### src/design/ctm_pkg.sv
// ----------------------------------------------------------------------------
// ctm_pkg
// Shared types, widths and the sRGB linearization table of the color matcher.
// ----------------------------------------------------------------------------
`timescale 1ns / 1ps

package ctm_pkg;

  localparam int CHANNEL_BITS_DEF = 8;
  localparam int TOL_W = 10;
  localparam int REG_W = 16;
  localparam int IDX_W = 2;
  localparam int HSL_FULL = 25600;
  localparam int QUO_W = 17;           // every quotient fits in 17 bits
  localparam int LIN_W = 17;           // Q0.16, full scale 65536
  localparam int XYZ_W = 31;
  localparam int CHR_NUM_W = 47;
  localparam int K_W = 23;             // chroma_sensitivity * 125
  localparam int DXY_W = 23;

  typedef enum logic [1:0] {
    MODE_CHANNEL,
    MODE_RGB,
    MODE_HSL,
    MODE_CHROMA
  } ctm_mode_e;

  typedef enum logic [IDX_W-1:0] {
    REG_MODE,
    REG_CHROMA,
    REG_HUE,
    REG_SAT
  } ctm_reg_e;

  // flags that ride alongside the dividers
  typedef struct packed {
    logic [TOL_W-1:0] tol;
    logic             hit_chan;
    logic             hit_rgb;
    logic [1:0]       gray;
    logic             black;
  } ctm_side_t;

  typedef logic [LIN_W-1:0] lin_rom_t [256];

  function automatic lin_rom_t build_lin_rom();
    lin_rom_t   rom;
    logic [63:0] t;
    logic [63:0] t2;
    logic [63:0] lo;
    logic [63:0] hi;
    logic [63:0] mid;
    logic [63:0] p;
    logic [63:0] iv;
    for (int i = 0; i < 256; i++) begin
      iv = 64'(i);
      if (i <= 10) begin
        rom[i] = LIN_W'((iv * 64'd6553600 + 64'd164730) / 64'd329460);
      end else begin
        t  = ((iv * 64'd1000 + 64'd14025) << 24) / 64'd269025;
        t2 = (t * t) >> 24;
        lo = 64'd0;
        hi = 64'd1 << 24;
        while (lo < hi) begin
          mid = lo + ((hi - lo + 64'd1) >> 1);
          p = mid;
          for (int k = 0; k < 4; k++) begin
            p = (p * mid) >> 24;
          end
          if (p <= t2) begin
            lo = mid;
          end else begin
            hi = mid - 64'd1;
          end
        end
        rom[i] = LIN_W'((((t2 * lo) >> 24) + 64'd128) >> 8);
      end
    end
    return rom;
  endfunction

  localparam lin_rom_t LIN_ROM = build_lin_rom();

endpackage

### src/design/ctm_div.sv
// ----------------------------------------------------------------------------
// ctm_div
// Pipelined restoring divider, one quotient bit per stage, with a sideband
// word that travels in step with the quotient.
// ----------------------------------------------------------------------------
`timescale 1ns / 1ps

module ctm_div import ctm_pkg::*; #(
  parameter int NUM_W  = 32,
  parameter int DEN_W  = 16,
  parameter int DQUO_W = QUO_W,
  parameter int SIDE_W = 1
) (
  input  logic              clk_i,
  input  logic              rst_ni,
  input  logic              valid_i,
  input  logic [NUM_W-1:0]  num_i,
  input  logic [DEN_W-1:0]  den_i,
  input  logic [SIDE_W-1:0] side_i,
  output logic              valid_o,
  output logic [DQUO_W-1:0] quo_o,
  output logic [SIDE_W-1:0] side_o
);

  localparam int SW = DEN_W + DQUO_W;
  localparam int W  = (NUM_W > SW) ? NUM_W : SW;

  logic              vld_q  [DQUO_W];
  logic [NUM_W-1:0]  rem_q  [DQUO_W];
  logic [DEN_W-1:0]  den_q  [DQUO_W];
  logic [DQUO_W-1:0] quo_q  [DQUO_W];
  logic [SIDE_W-1:0] side_q [DQUO_W];

  logic              vld_in  [DQUO_W];
  logic [NUM_W-1:0]  rem_in  [DQUO_W];
  logic [DEN_W-1:0]  den_in  [DQUO_W];
  logic [DQUO_W-1:0] quo_in  [DQUO_W];
  logic [SIDE_W-1:0] side_in [DQUO_W];

  for (genvar s = 0; s < DQUO_W; s++) begin : g_stage
    localparam int K = DQUO_W - 1 - s;
    logic [W-1:0] rem_ext;
    logic [W-1:0] sub;

    if (s == 0) begin : g_first
      assign vld_in[s]  = valid_i;
      assign rem_in[s]  = num_i;
      assign den_in[s]  = den_i;
      assign quo_in[s]  = '0;
      assign side_in[s] = side_i;
    end else begin : g_next
      assign vld_in[s]  = vld_q[s-1];
      assign rem_in[s]  = rem_q[s-1];
      assign den_in[s]  = den_q[s-1];
      assign quo_in[s]  = quo_q[s-1];
      assign side_in[s] = side_q[s-1];
    end

    assign rem_ext = W'(rem_in[s]);
    assign sub     = W'(den_in[s]) << K;

    always_ff @(posedge clk_i or negedge rst_ni) begin
      if (!rst_ni) begin
        vld_q[s] <= 1'b0;
      end else begin
        vld_q[s] <= vld_in[s];
      end
    end

    always_ff @(posedge clk_i) begin
      den_q[s]  <= den_in[s];
      side_q[s] <= side_in[s];
      if (rem_ext >= sub) begin
        rem_q[s] <= NUM_W'(rem_ext - sub);
        quo_q[s] <= quo_in[s] | (DQUO_W'(1) << K);
      end else begin
        rem_q[s] <= rem_in[s];
        quo_q[s] <= quo_in[s];
      end
    end
  end

  assign valid_o = vld_q[DQUO_W-1];
  assign quo_o   = quo_q[DQUO_W-1];
  assign side_o  = side_q[DQUO_W-1];

endmodule

### config.mk
export PLATFORM = sky130hd
export DESIGN_NAME = ctm_div
export DESIGN_NICKNAME = d
export VERILOG_FILES = /design/src/design/ctm_pkg.sv /design/src/design/ctm_div.sv
export SDC_FILE = /design/constraint.sdc
export NUM_CORES = 1
export LEC_CHECK = 0
export BUFFER_PORTS_ARGS = -buffer_cell sky130_fd_sc_hd__buf_2
export CAP_MARGIN = 20
export CORE_ASPECT_RATIO = 0.5
export CORE_MARGIN = 3
export CORE_UTILIZATION = 60
export CTS_CLUSTER_SIZE = 20
export DETAILED_ROUTE_END_ITERATION = 8
export PLACE_DENSITY_LB_ADDON = 0.25
export SLEW_MARGIN = 20
export SYNTH_ARGS = -nofsm -noshare
export SYNTH_HDL_FRONTEND = slang
export SYNTH_SLANG_ARGS = --single-unit
export TNS_END_PERCENT = 1
### constraint.sdc
create_clock -name clk_i -period 8.9 [get_ports clk_i]
set_input_delay 1.335 -clock clk_i [delete_from_list [all_inputs] [get_ports clk_i]]
set_output_delay 1.335 -clock clk_i [all_outputs]
set_load 0.1 [all_outputs]
### Word level (Yosys, flattened, before mapping)

Memories as Yosys holds them, arrays and structs flattened.
Cells that the tools add are included.

| storage, ports and cells | value |
|---|---|
| register bits | 17 |
| memory bits (writable) | 1122 |
| bits of input ports | 52 |
| word-level logic and storage cells | 174 |
| memories | 4 |

Memory list:

| memory | depth | width | read ports | clocked after memory_dff | write ports | line | text |
|---|---|---|---|---|---|---|---|
| rem_q | 17 | 32 | 16 | 0 | 17 | ctm_div.sv:29 | `logic [NUM_W-1:0] rem_q [DQUO_W];` |
| quo_q | 17 | 17 | 17 | 0 | 17 | ctm_div.sv:31 | `logic [DQUO_W-1:0] quo_q [DQUO_W];` |
| den_q | 17 | 16 | 16 | 0 | 17 | ctm_div.sv:30 | `logic [DEN_W-1:0] den_q [DQUO_W];` |
| side_q | 17 | 1 | 17 | 0 | 17 | ctm_div.sv:32 | `logic [SIDE_W-1:0] side_q [DQUO_W];` |

| cells by class | value |
|---|---|
| add/subtract/negate cells | 17 |
| magnitude comparators | 17 |
| mux-type cells | 85 |
| bitwise gates (word level) | 34 |

Operators with widths:

| kind | number |
|---|---|
| $mux W32 | 17 |
| $mux W17 | 17 |
| $mux W1 | 51 |
| $or A1 B1 Y1 | 34 |
| $ge A32 B16 Y1 | 1 |
| $ge A32 B17 Y1 | 1 |
| $ge A32 B18 Y1 | 1 |
| $ge A32 B19 Y1 | 1 |
| $ge A32 B20 Y1 | 1 |
| $ge A32 B21 Y1 | 1 |
| $ge A32 B22 Y1 | 1 |
| $ge A32 B23 Y1 | 1 |
| $ge A32 B24 Y1 | 1 |
| $ge A32 B25 Y1 | 1 |
| $ge A32 B26 Y1 | 1 |
| $ge A32 B27 Y1 | 1 |
| $ge A32 B28 Y1 | 1 |
| $ge A32 B29 Y1 | 1 |
| $ge A32 B30 Y1 | 1 |
| $ge A32 B31 Y1 | 1 |
| $ge A32 B32 Y1 | 1 |
| $sub A32 B16 Y32 | 1 |
| $sub A32 B17 Y32 | 1 |
| $sub A32 B18 Y32 | 1 |
| other kinds (14) | 14 |

### Depth between registers and ports, before layout

An unclocked memory read counts as a cell.

| logic depth | value |
|---|---|
| word-level depth | 5 |
| gate-level depth with buffers | 14 |
| mapped depth without buffers | 12 |

### Least setup slack after synthesis

No wires, ideal clock.

| path | value |
|---|---|
| kind | input to register |
| start | input num_i[16] |
| end | memory rem_q[0][26] |
| library setup time | 87 ps |
| arrival | 3402 ps |
| path slack | 5411 ps |
| stages | 11 |
| cell sequence | inv_1 ha_1 fa_1 nand2b_1 a21oi_1 nand2b_1 a21oi_1 a31o_2 a211o_1 clkbuf_1 o31ai_1 |

RTL lines:

| element | line | text |
|---|---|---|
| start: declaration | ctm_div.sv:17 | `input logic [NUM_W-1:0] num_i,` |
| end: declaration | ctm_div.sv:29 |  |

==> key figures <==
Yosys
  • Dominant synthesized flop cell: dfxtp_1
  • Synthesized Nets: 4268
  • Yosys warns: 0
  • Top cell type's share of synthesized area: 48.93%
  • Post-Syn Instances: 3928
  • Register area share after synthesis: 50.04%
  • Cell variety after synth: 88
  • Post-synth EDFFs: 0
  • Syn_area_per_cell: 9.770 µm²
  • Mapped Area: 38380 µm²
  • Synth area leader: dfxtp_1
  • FF+latch count, synth: 955
  • Ranking of synthesized cells by area: dfxtp_1, ha_1, xnor2_1
  • Ys async rst share: under 10%

Pwr
  • Pwr Density: 369.5 nW/µm²
  • Total power draw: ~16 mW
  • Maximum vdd drop: 0.1588 mV
  • Leak: 18.76 nW

Timing
  • Minimum clock period: 3.744 ns
  • Final setup TNS: 0 ns
  • Clock skew: approximately 0.023 ns
  • Slew Limit Fails: 0
  • Maximum clock frequency: 267.1 MHz
  • Hold Vio Cnt, Final: 0
  • Final setup vio count: 0
  • Setup WS post-layout: between 5 and 6 ns
  • Worst-margin pin slew: between 0.9 and 1 ns
  • Fin crit share: 42.06%
  • Max_slew headroom: 34.20%
  • RSZ-0062 raised after global routing: false

Floorplanning
  • Starting density of the core: 61.68%
  • Rows: 64
  • Die area: a little under 70000 µm²
  • Core ar.: 62220 µm²
  • Die X: 363.7 µm
  • IO Pins: 71
  • Die Span Y: 184.8 µm

Worst setup path
  • CP required: approximately 9.4 ns
  • CP Class: reg -> reg
  • CP Capture Type: register
  • CP max FO: 28
  • Crit start category: register
  • WP data arrival: 4.22 ns

Worst hold path
  • Worst Hold Class: reg -> reg

Global routing
  • GRT Util Overall: a little over a fifth
  • Global-route wire length before repair: 119800 µm
  • Number of global-route vias before repair: between 20000 and 30000
  • Global route total overflow: 0
  • Largest net degree at the start of global routing: 36
  • Initial antenna violation count: 0

Route
  • DR DRC count: 0
  • DR vias/cell: 5.490
  • WL final: 70760 µm
  • Post-route ant nets: 0
  • DR iter-0 viols: 1948
  • Via count: 26901
  • Wire per inst: 14.44 µm
  • First-pass DRT Iterations: 6

Placed design
  • Routability congestion estimate: around 0.94
  • DP Worst Slack: 4.824 ns
  • DP HPWL: 52880 µm
  • Number of buffers added on ports: 70

Clock network
  • TritonCTS Buffers: 79
  • CTS root buf: clkbuf_16
  • CTS tree: done
  • Post-cts resize count: 0
  • Clock sinks: 955
  • H-tree depth: 3
  • Clock slew seen by the registers of the worst setup and hold paths: 0.07 ns
  • Clock Tree Buf Depth: 3
  • Cts hold-fix bufs: 0
  • Worst-Skew Late Latency: 0.61 ns
  • Post-CTS Setup Bufs: 0

Final layout
  • Commonest non-fill, non-tap cells in the layout: dfxtp_1, inv_1, nand2_1, ha_1, a21oi_1
  • ANT cells: 0
  • Commonest non-fill, non-tap cell in the layout: dfxtp_1
  • Synthesis-to-layout area growth: 10.28%
  • Share of cells above drive strength 1: roughly 7.3%
  • # nets final: 4356

Status
  • Status: complete, no violations

Flow run
  • Max Cap Violations: 0
## final timing paths
check                              start            end  slack [ns]  cells after the start
min                        side_q[0][14]  side_q[0][15]        0.32                      0
min reg2reg                side_q[0][14]  side_q[0][15]        0.32                      0
min in group asynchronous         rst_ni      vld_in[4]        0.64                      1
max reg2reg                den_q[0][225]  rem_q[15][26]        5.16                     11
max in group asynchronous         rst_ni      vld_in[3]        7.99                      1
max                        den_q[0][225]  rem_q[15][26]        5.16                     11
## stage by stage
| step | hold slack (ns) | util, % | instances | cell area (µm²) |
|---|---|---|---|---|
| 6_report | 0.3229 | 68.02 | 4900 | 42320 |
| 5_1_grt | 0.3274 | 68.02 | 4900 | 42320 |
| 4_1_cts | 0.3214 | 68.00 | 4900 | 42310 |
| 3_5_place_dp | 0.3121 | 63.56 | 4760 | 39540 |
| 3_3_place_gp | 0.3097 | 63.56 | 4760 | 39540 |
| 2_1_floorplan | 0.3096 | - | 3928 | 38380 |
## metal layers
layer  global-route usage, %  vias up  share of wire [%]
li1                        -    13778                  -
met1                   24.63    12234                 44
met2                   38.23      702                 48
met3                   3.518      187                4.3
met4                   9.777        0                4.1
met5                       0        -                  0
## registers in the layout, summed over array words and instances (netlist names)
register / flops
rem_q: 512
den_q: 256
quo_q: 153
side_q: 17
vld_in: 16
valid_o: 1
## worst max-delay path: stages (launching register included)
cell and delay, ns:
dfxtp_1 0.40, inv_1 0.06, ha_1 0.32, nor2b_1 0.15, o31a_1 0.28, o311a_1 0.34, o41ai_2 0.59, o21ba_2 0.57
clkinv_1 0.40, nand2_1 0.25, nor4_1 0.08, xor2_1 0.15
## cell usage after synthesis (7+ instances only)
master,instances
or4_1,19
nand2b_1,33
nand3b_1,8
ha_1,272
a41oi_1,7
o41ai_1,7
dfxtp_1,938
o21bai_1,29
o21ai_0,224
o21a_1,38
buf_2,8
nand4_1,55
fa_1,16
nor2_1,248
inv_1,354
nor4_1,42
a211o_1,10
nor3b_1,8
a21o_1,98
nor2b_1,41
xnor2_1,166
o31ai_1,25
dfrtp_1,17
o31a_1,10
o2111ai_1,8
or2_2,16
xor2_1,137
mux2_2,44
a31oi_1,29
nor4b_1,16
a2111oi_0,10
a211oi_1,33
a31o_2,7
and3_1,21
or3_1,39
nor3_1,78
nand2_1,288
a21boi_0,17
o211ai_1,21
nand3_1,67
clkbuf_1,52
and2_1,8
a21oi_1,263
nand4b_1,9
## logic make-up after synthesis
| kind of cell | share of synthesized area (%) |
|---|---|
| AND/OR/NAND/NOR | 13.15 |
| flip-flops | 50.04 |
| AO/OA/AOI/OAI | 14.51 |
| buffers and inverters | 4.317 |
| XOR/XNOR | 6.915 |
| adder cells (fa/ha/maj) | 9.702 |
| multiplexers | 1.369 |
## area by class of cell
class,count,area (µm²)
multi-input cells,2544,17560
flip-flops and latches,955,19200
repair buffers,78,410.4
inverters,358,1346
clock buffers,101,2202
fillers,4695,19900
well taps,825,1032
clock inverters,39,563.0
## where the power goes
part	switching, mW	total, mW	leakage (nW)	internal (mW)
clock network	1.50	3.63	1.34	2.14
registers	0.681	6.12	8.08	5.44
logic	3.24	5.88	9.34	2.64
total	5.42	15.6	18.8	10.2
No activity file was read; power rests on OpenSTA's default activity.
